## config.mk

```make
export PLATFORM = sky130hd
export DESIGN_NAME = train_speed_supervision_fsm
export DESIGN_NICKNAME = d
export VERILOG_FILES = /design/src/hw/rtl/tssf_pkg.sv /design/src/hw/rtl/tssf_step.sv /design/src/hw/rtl/train_speed_supervision_fsm.sv
export VERILOG_INCLUDE_DIRS = /design/src /design/src/hw/rtl
export SDC_FILE = /design/constraint.sdc
export NUM_CORES = 1
export LEC_CHECK = 0
export BUFFER_PORTS_ARGS = -buffer_cell sky130_fd_sc_hd__buf_2
export CAP_MARGIN = 40
export CORE_MARGIN = 2
export CORE_UTILIZATION = 41
export DETAILED_ROUTE_END_ITERATION = 8
export SYNTH_ARGS = -nofsm -noshare
export SYNTH_HDL_FRONTEND = slang
export SYNTH_SLANG_ARGS = --single-unit
```

## constraint.sdc

```tcl
create_clock -name clk -period 4.7 [get_ports clk]
set_input_delay 0.94 -clock clk [delete_from_list [all_inputs] [get_ports clk]]
set_output_delay 0.94 -clock clk [all_outputs]
set_load 0.03 [all_outputs]
```

## src/hw/rtl/assert_macros.svh

```systemverilog
// Assertion macros shared by the RTL of the speed supervision block.
// No dependencies; included by files that carry concurrent assertions.
`ifndef ASSERT_MACROS_SVH
`define ASSERT_MACROS_SVH

// Same-cycle implication, disabled while reset is asserted
`define ASSERT_IMPLY(label, clk, rst_n, ante, cons) \
	label: assert property (@(posedge clk) disable iff (!(rst_n)) (ante) |-> (cons)) \
		else $error("assertion failed");

// Next-cycle implication, disabled while reset is asserted
`define ASSERT_NEXT(label, clk, rst_n, ante, cons) \
	label: assert property (@(posedge clk) disable iff (!(rst_n)) (ante) |=> (cons)) \
		else $error("assertion failed");

`endif

```

## src/hw/rtl/tssf_pkg.sv

```systemverilog
// Package for the train speed supervision block: codes, state struct, widths.
// No dependencies; imported by tssf_step and train_speed_supervision_fsm.
`timescale 1ns / 1ps

package tssf_pkg;

	localparam int SpdW = 13;
	localparam logic [SpdW-1:0] ReleaseSpeedRst = 13'd640;
	// clears the sixteenths: whole km/h
	localparam logic [SpdW-1:0] FloorMask = 13'h1FF0;

	typedef logic [SpdW-1:0] speed_t;

	typedef enum logic [1:0] {
		MODE_CEILING = 2'd0,
		MODE_TARGET  = 2'd1,
		MODE_RELEASE = 2'd2
	} mode_t;

	typedef enum logic [2:0] {
		SUP_NORMAL       = 3'd0,
		SUP_INDICATION   = 3'd1,
		SUP_OVERSPEED    = 3'd2,
		SUP_WARNING      = 3'd3,
		SUP_INTERVENTION = 3'd4
	} sup_t;

	typedef enum logic [1:0] {
		TONE_NONE      = 2'd0,
		TONE_OVERSPEED = 2'd1,
		TONE_WARNING   = 2'd2
	} tone_t;

	typedef struct packed {
		mode_t mode;
		sup_t  sup;
		logic  brake;
		tone_t tone;
	} sup_state_t;

	typedef struct packed {
		speed_t train;
		speed_t limit;
		speed_t ind;
		speed_t perm;
		speed_t warn;
		speed_t ebi;
		logic   tgt_upd;
	} tick_t;

endpackage

```

## src/hw/rtl/tssf_step.sv

```systemverilog
// One supervision tick: mode transitions, then status, brake latch and tone.
// Depends on tssf_pkg; instantiated by train_speed_supervision_fsm.
`timescale 1ns / 1ps

module tssf_step
	import tssf_pkg::*;
(
	input  sup_state_t cur,
	input  tick_t      tick,
	input  speed_t     release_speed,
	output sup_state_t nxt,
	output logic       chime
);

	logic  ind_ok;
	logic  rel;
	mode_t m;
	sup_t  s;
	logic  brake;
	tone_t tone;

	assign ind_ok = (tick.ind <= tick.limit) && (tick.train >= release_speed);
	assign rel    = tick.ebi <= release_speed;

	always_comb begin
		m     = cur.mode;
		s     = cur.sup;
		brake = cur.brake;
		tone  = cur.tone;
		chime = 1'b0;

		// mode transitions, each one sees the mode left by the previous
		if (m == MODE_CEILING && ind_ok) begin
			m     = MODE_TARGET;
			chime = 1'b1;
		end
		if ((m == MODE_CEILING || m == MODE_TARGET) && rel)
			m = MODE_RELEASE;
		if ((m == MODE_RELEASE || m == MODE_TARGET) && tick.tgt_upd && !ind_ok && !rel) begin
			m     = MODE_CEILING;
			chime = 1'b1;
		end
		if ((m == MODE_RELEASE || m == MODE_TARGET) && tick.tgt_upd && ind_ok && !rel) begin
			m     = MODE_TARGET;
			chime = 1'b1;
		end
		if ((m == MODE_CEILING || m == MODE_TARGET) && tick.tgt_upd && rel)
			m = MODE_RELEASE;

		// supervision rules of the new mode
		case (m)
			MODE_CEILING: begin
				if (tick.train <= tick.limit && s == SUP_NORMAL)
					tone = TONE_NONE;
				if (tick.train > tick.limit && s == SUP_NORMAL) begin
					s    = SUP_OVERSPEED;
					tone = TONE_OVERSPEED;
				end
				if (tick.train > tick.warn && s == SUP_OVERSPEED) begin
					s    = SUP_WARNING;
					tone = TONE_WARNING;
				end
				if (tick.train > tick.ebi && s == SUP_WARNING) begin
					s     = SUP_INTERVENTION;
					brake = 1'b1;
				end
				// revoke the brake only at standstill
				if (tick.train == '0 && s == SUP_INTERVENTION) begin
					s     = SUP_NORMAL;
					brake = 1'b0;
					tone  = TONE_NONE;
				end
				if (tick.train <= tick.limit && s != SUP_INTERVENTION) begin
					s    = SUP_NORMAL;
					tone = TONE_NONE;
				end
			end
			MODE_TARGET: begin
				if (tick.train < tick.ind && s != SUP_INTERVENTION)
					s = SUP_NORMAL;
				if (tick.train >= (tick.ind & FloorMask) && s == SUP_NORMAL)
					s = SUP_INDICATION;
				if (tick.train >= (tick.perm & FloorMask) && s == SUP_INDICATION) begin
					s    = SUP_OVERSPEED;
					tone = TONE_OVERSPEED;
				end
				if (tick.train >= (tick.warn & FloorMask) && s == SUP_OVERSPEED) begin
					s    = SUP_WARNING;
					tone = TONE_WARNING;
				end
				if (tick.train >= (tick.ebi & FloorMask)) begin
					s     = SUP_INTERVENTION;
					brake = 1'b1;
				end
				if (s != SUP_INTERVENTION) begin
					if (tick.train < tick.ind) begin
						s    = SUP_NORMAL;
						tone = TONE_NONE;
					end else if (tick.train <= tick.perm) begin
						s    = SUP_INDICATION;
						tone = TONE_NONE;
					end
				end
			end
			MODE_RELEASE: begin
				tone = TONE_NONE;
				if (tick.train > release_speed) begin
					s     = SUP_INTERVENTION;
					brake = 1'b1;
				end else begin
					s = SUP_INDICATION;
				end
				if (tick.train == '0) begin
					s     = SUP_INDICATION;
					brake = 1'b0;
				end
			end
			default: begin
				// unused mode code: leave status as it is
			end
		endcase

		nxt.mode  = m;
		nxt.sup   = s;
		nxt.brake = brake;
		nxt.tone  = tone;
	end

endmodule

```

## src/hw/rtl/train_speed_supervision_fsm.sv

```systemverilog
// Train speed supervision: input register, combinational update step, result register.
// Ticks pass the input register, then the result register. Throughput: 1 tick per cycle
// unless out_stall holds the result; the state fed back through tssf_step sets the rate.
// Reset (arst_n low, asynchronous): ceiling mode, normal status, brake off, no tone,
// release speed 640, both pipeline stages empty.
`timescale 1ns / 1ps
`include "assert_macros.svh"

module train_speed_supervision_fsm
	import tssf_pkg::*;
(
	input  logic           clk,
	input  logic           arst_n,
	input  logic           cfg_wr_en,
	input  logic [SpdW-1:0] cfg_wr_data,
	input  logic           in_valid,
	output logic           in_stall,
	input  logic [SpdW-1:0] train_speed,
	input  logic [SpdW-1:0] limit_speed,
	input  logic [SpdW-1:0] indication_speed,
	input  logic [SpdW-1:0] permitted_speed,
	input  logic [SpdW-1:0] warning_speed,
	input  logic [SpdW-1:0] intervention_speed,
	input  logic           target_update,
	output logic           out_valid,
	input  logic           out_stall,
	output logic [1:0]     mode,
	output logic [2:0]     supervision,
	output logic           emergency_brake,
	output logic [1:0]     tone,
	output logic           mode_chime
);

	speed_t     release_speed_q;
	sup_state_t state_q;
	sup_state_t state_nxt;
	logic       chime_nxt;
	logic       valid_s1;
	tick_t      tick_s1;
	logic       out_valid_q;
	logic       adv;
	logic       res_free;

	// release speed register
	always_ff @(posedge clk or negedge arst_n) begin
		if (!arst_n)
			release_speed_q <= ReleaseSpeedRst;
		else if (cfg_wr_en)
			release_speed_q <= cfg_wr_data;
	end

	// handshake: result register frees when empty or taken
	assign res_free = !out_valid_q || !out_stall;
	assign adv      = valid_s1 && res_free;
	assign in_stall = valid_s1 && !res_free;

	// input register
	always_ff @(posedge clk or negedge arst_n) begin
		if (!arst_n)
			valid_s1 <= 1'b0;
		else if (!in_stall)
			valid_s1 <= in_valid;
	end

	always_ff @(posedge clk) begin
		if (in_valid && !in_stall) begin
			tick_s1.train   <= train_speed;
			tick_s1.limit   <= limit_speed;
			tick_s1.ind     <= indication_speed;
			tick_s1.perm    <= permitted_speed;
			tick_s1.warn    <= warning_speed;
			tick_s1.ebi     <= intervention_speed;
			tick_s1.tgt_upd <= target_update;
		end
	end

	tssf_step u_step (
		.cur           (state_q),
		.tick          (tick_s1),
		.release_speed (release_speed_q),
		.nxt           (state_nxt),
		.chime         (chime_nxt)
	);

	// supervision state: advance once per tick
	always_ff @(posedge clk or negedge arst_n) begin
		if (!arst_n) begin
			state_q.mode  <= MODE_CEILING;
			state_q.sup   <= SUP_NORMAL;
			state_q.brake <= 1'b0;
			state_q.tone  <= TONE_NONE;
		end else if (adv) begin
			state_q <= state_nxt;
		end
	end

	// result register
	always_ff @(posedge clk or negedge arst_n) begin
		if (!arst_n)
			out_valid_q <= 1'b0;
		else if (res_free)
			out_valid_q <= valid_s1;
	end

	always_ff @(posedge clk) begin
		if (adv) begin
			mode            <= state_nxt.mode;
			supervision     <= state_nxt.sup;
			emergency_brake <= state_nxt.brake;
			tone            <= state_nxt.tone;
			mode_chime      <= chime_nxt;
		end
	end

	assign out_valid = out_valid_q;

	// intervention always comes with the brake latched
	`ASSERT_IMPLY(a_intv_brake, clk, arst_n,
		out_valid && supervision == SUP_INTERVENTION, emergency_brake)
	// status never takes an unused code
	`ASSERT_IMPLY(a_sup_code, clk, arst_n,
		out_valid, supervision <= SUP_INTERVENTION)
	// release mode silences the alarm
	`ASSERT_IMPLY(a_release_quiet, clk, arst_n,
		out_valid && mode == MODE_RELEASE, tone == TONE_NONE)
	// an empty result register never blocks the input side
	`ASSERT_IMPLY(a_no_false_stall, clk, arst_n, !out_valid_q, !in_stall)

endmodule
```

==> run summary <==
The flow ran to the end, and the final reports show no timing, DRC or antenna violations. The worst setup path is of the flop to flop kind. The wire length per cell is 16.88 µm. The maximum fanout encountered on the critical timing path came out at 8. The type of destination of the critical path is a flop.

The placed instances occupy a cell area of 0.007632 mm². The fraction of power spent switching nets came out at 0.3287. The number of vias in the routed layout came out at 5232. Of the total power, combinational logic draws 0.268.

The full die area is 0.01772 mm². The number of DRC violations after detailed-routing iteration 0 is 332. The width of the die came out at 133.1 µm.

The smallest clock period supported by the final layout is computed as 3716 ps. The setup slack after placement came out at 1085 ps. The worst-case setup margin in the final layout came out at 983.7 ps.

The number of placement rows came out at 47. The path class of the tightest hold or removal check is flop to flop. In the layout the commonest cells are 107 x sky130_fd_sc_hd__ha_1, 107 x sky130_fd_sc_hd__buf_2, 92 x sky130_fd_sc_hd__inv_1, 88 x sky130_fd_sc_hd__edfxtp_1. The global-route congestion overflow total came out at 0. The detailed placer's ending HPWL is 13.26 mm. The share of async-settable or async-resettable flops after synthesis came out at 0.2072.

The initial core utilization is 0.4152. The number of instances resized during post-cts repair came out at 0. The die outline height came out at 133.1 µm. The static power due to leakage came out at 3.668 nW.

The register clock-pin slew on the reported worst setup and hold paths is 70 ps. The clock tree synthesis step divided the H-tree into 3 levels. The number of nets at the end of the flow is 958. For the pin with the worst max-slew slack, the measured transition is 680.8 ps. Across the VDD grid, the largest voltage drop is 0.0001742 V. For this run, the register share of the synthesized area comes to 0.4711. The worst clock skew is 9.651 ps. In the finished design, the share of the clock period the worst path needs comes to 0.7907.

The signal on the critical path passes through ha_1, nand2_1, o21ai_0, a21oi_1, o21ai_1, o221ai_1, or3_1, a22o_1, a2bb2oi_1, a21bo_2. The hold violation total from the final report is 0. The clock tree from TritonCTS is done. The top-level I/O count came out at 108. The areal power density over the cells is 346.9 mW/mm².

The worst setup path is launched from a flop. The residual DRC count came out at 0. Of the total power, the clock network draws 0.260. In the final layout, the share of cells above drive strength 1 is 0.1805. The slowest stage of the critical path is the sky130_fd_sc_hd__edfxtp_1 cell.

The total of max-cap violations is 0. The analysis attributes to net switching a power of 0.9016 mW. The worst slew slack as a fraction of its limit came out at 0.5424. The cell class contributing the biggest share of worst-path delay is compound AO/OA/AOI/OAI gates.

The internal power of the cells totals 1.841 mW. The count of endpoints failing setup in the final report is 0. The number of antenna violations at the first check in global routing came out at 0. The number of pins with negative max-slew slack in the final report came to 0. The achievable clock frequency is 269.1 MHz. The buffer depth of the longest clock path came out at 2. The CTS sink count came out at 111.

The largest incremental delay on the critical path is 540 ps. Setup repair after global routing left no endpoint under its margin. Before antenna repair, the detailed router went through 6 iterations. In this run the post-CTS setup repair buffer count came out at 0. The total length of routed wires came out at 16.53 mm.

0 antenna diodes ended up in the layout. The global routing usage summed across all routing layers is 0.1969. Once detail routing completed, the nets flagged for antenna violations numbered 0. Of the total power, registers draw 0.472. After routing the design area is 0.007905 mm². The post-detailed-route via-to-cell ratio came out at 5.344. STA puts the critical path data arrival time at 3830 ps. The required time at the endpoint of the critical path is 4810 ps.

The mapped netlist covers 0.006837 mm². The final sum of negative setup slack is 0 ps. The flop and latch count out of synthesis is 111. The number of CTS-inserted buffers came out at 9.

The final RePlAce weighted congestion is 0.9670. The synthesized net count is 849. The most used flip-flop cell after synthesis is sky130_fd_sc_hd__edfxtp_1. The number of enable flip-flop cells after synthesis is 88. The number of warnings reported in the yosys synthesis log came out at 0. The via count of the first global-routing pass came out at 5474. After synthesis, the netlist uses 60 different library cells. The cell chosen for the clock root is sky130_fd_sc_hd__clkbuf_16. The buffers plus inverters on the worst setup path came out at 0.

Synthesis produced 645 cells. The clock reaches the later pin of the worst-skew pair after 360 ps. The floorplan core area came out at 0.01647 mm².

The area growth from synthesis to layout is 15.63%. The largest net degree at the start of global routing is 71. Buffers inserted to repair hold after CTS numbered 0. The number of port buffers came out at 107. The synthesized area divided by synthesized cell count came out at 10.60 µm². The wire length of the first global-routing pass came out at 27.29 mm.
## registers in the layout, indices dropped and copies added, names as in the netlist
signal and flops:
release_speed_q 13, mode 2, state_q 8, emergency_brake 1
supervision 3, tone 2, valid_s1 1, mode_chime 1
out_valid 1, tick_s1 79
## layer usage
layer,routed length (µm),GRT usage,up-vias
met5,0,0,-
met4,336,0.07270,0
met3,863,0.03501,23
met2,7909,0.3362,159
met1,7421,0.2518,2462
li1,-,-,2588
## cells by family (layout without fill, tap and decap cells)
logic type	after synthesis	in the layout	share of synthesized area
compound gates	161	161	0.1541
simple gates	159	159	0.1160
flops	111	111	0.4711
fa+ha+maj	108	108	0.1973
buf+inv	104	218	0.05820
mux	2	2	0.003294
## layout make-up
type | count | area (µm²)
clock buffers | 10 | 229.0
well taps | 220 | 275.3
clock inverters | 6 | 43.79
multi-input cells | 430 | 3221
repair buffers | 109 | 566.8
flip-flops and latches | 111 | 3221
fillers | 1544 | 8561
inverters | 93 | 349.1
## synthesized netlist by cell type (3+ instances only)
cell type	n	area (µm²)
sky130_fd_sc_hd__a2111oi_0	3	26.28
sky130_fd_sc_hd__a21boi_0	3	22.52
sky130_fd_sc_hd__a21o_1	15	112.6
sky130_fd_sc_hd__a21oi_1	52	260.3
sky130_fd_sc_hd__a221oi_1	5	43.79
sky130_fd_sc_hd__a31oi_1	7	43.79
sky130_fd_sc_hd__and2_1	5	31.28
sky130_fd_sc_hd__and3_1	4	25.02
sky130_fd_sc_hd__and4_1	5	43.79
sky130_fd_sc_hd__clkbuf_1	10	37.54
sky130_fd_sc_hd__dfrtp_1	21	525.5
sky130_fd_sc_hd__edfxtp_1	88	2643
sky130_fd_sc_hd__ha_1	107	1339
sky130_fd_sc_hd__inv_1	92	345.3
sky130_fd_sc_hd__nand2_1	52	195.2
sky130_fd_sc_hd__nand2b_1	4	25.02
sky130_fd_sc_hd__nand3_1	13	65.06
sky130_fd_sc_hd__nand4_1	15	93.84
sky130_fd_sc_hd__nor2_1	28	105.1
sky130_fd_sc_hd__nor2b_1	6	37.54
sky130_fd_sc_hd__nor3_1	10	50.05
sky130_fd_sc_hd__nor4_1	6	37.54
sky130_fd_sc_hd__o21a_1	7	52.55
sky130_fd_sc_hd__o21ai_0	31	155.2
sky130_fd_sc_hd__o221ai_1	5	43.79
sky130_fd_sc_hd__or3_1	4	25.02
## power by group through the flow
stage / sequential [mW] / clock (mW) / combinational [mW]
floorplan: 1.30 / 0 / 0.510
global placement: 1.31 / 0 / 0.698
detailed placement: 1.31 / 0 / 0.726
CTS: 1.29 / 0.737 / 0.731
global route: 1.31 / 0.768 / 0.832
finish: 1.29 / 0.714 / 0.734
## final timing paths
path / to / from / cells past startpoint / slack, ps
setup / recovery: tone[1] / tick_s1[78] / 10 / 980
hold / removal: out_valid / valid_s1 / 1 / 510
setup reg to reg: tone[1] / tick_s1[78] / 10 / 980
hold reg to reg: out_valid / valid_s1 / 1 / 510
max in group asynchronous: release_speed_q[9] / arst_n / 1 / 3780
min in group asynchronous: release_speed_q[8] / arst_n / 1 / 550
## metrics by stage
step                      hold WS, ps  utilization  power (mW)  std cells
final                           507.3       0.4801       2.743        979
after global routing            527.9       0.4801       2.910        979
after CTS                       516.2       0.4801       2.763        979
after detailed placement        499.4       0.4635       2.040        963
after global placement          477.3       0.4616       2.011        961
after floorplan                 457.4            -       1.810        645
(Power assumes the default switching activity.)
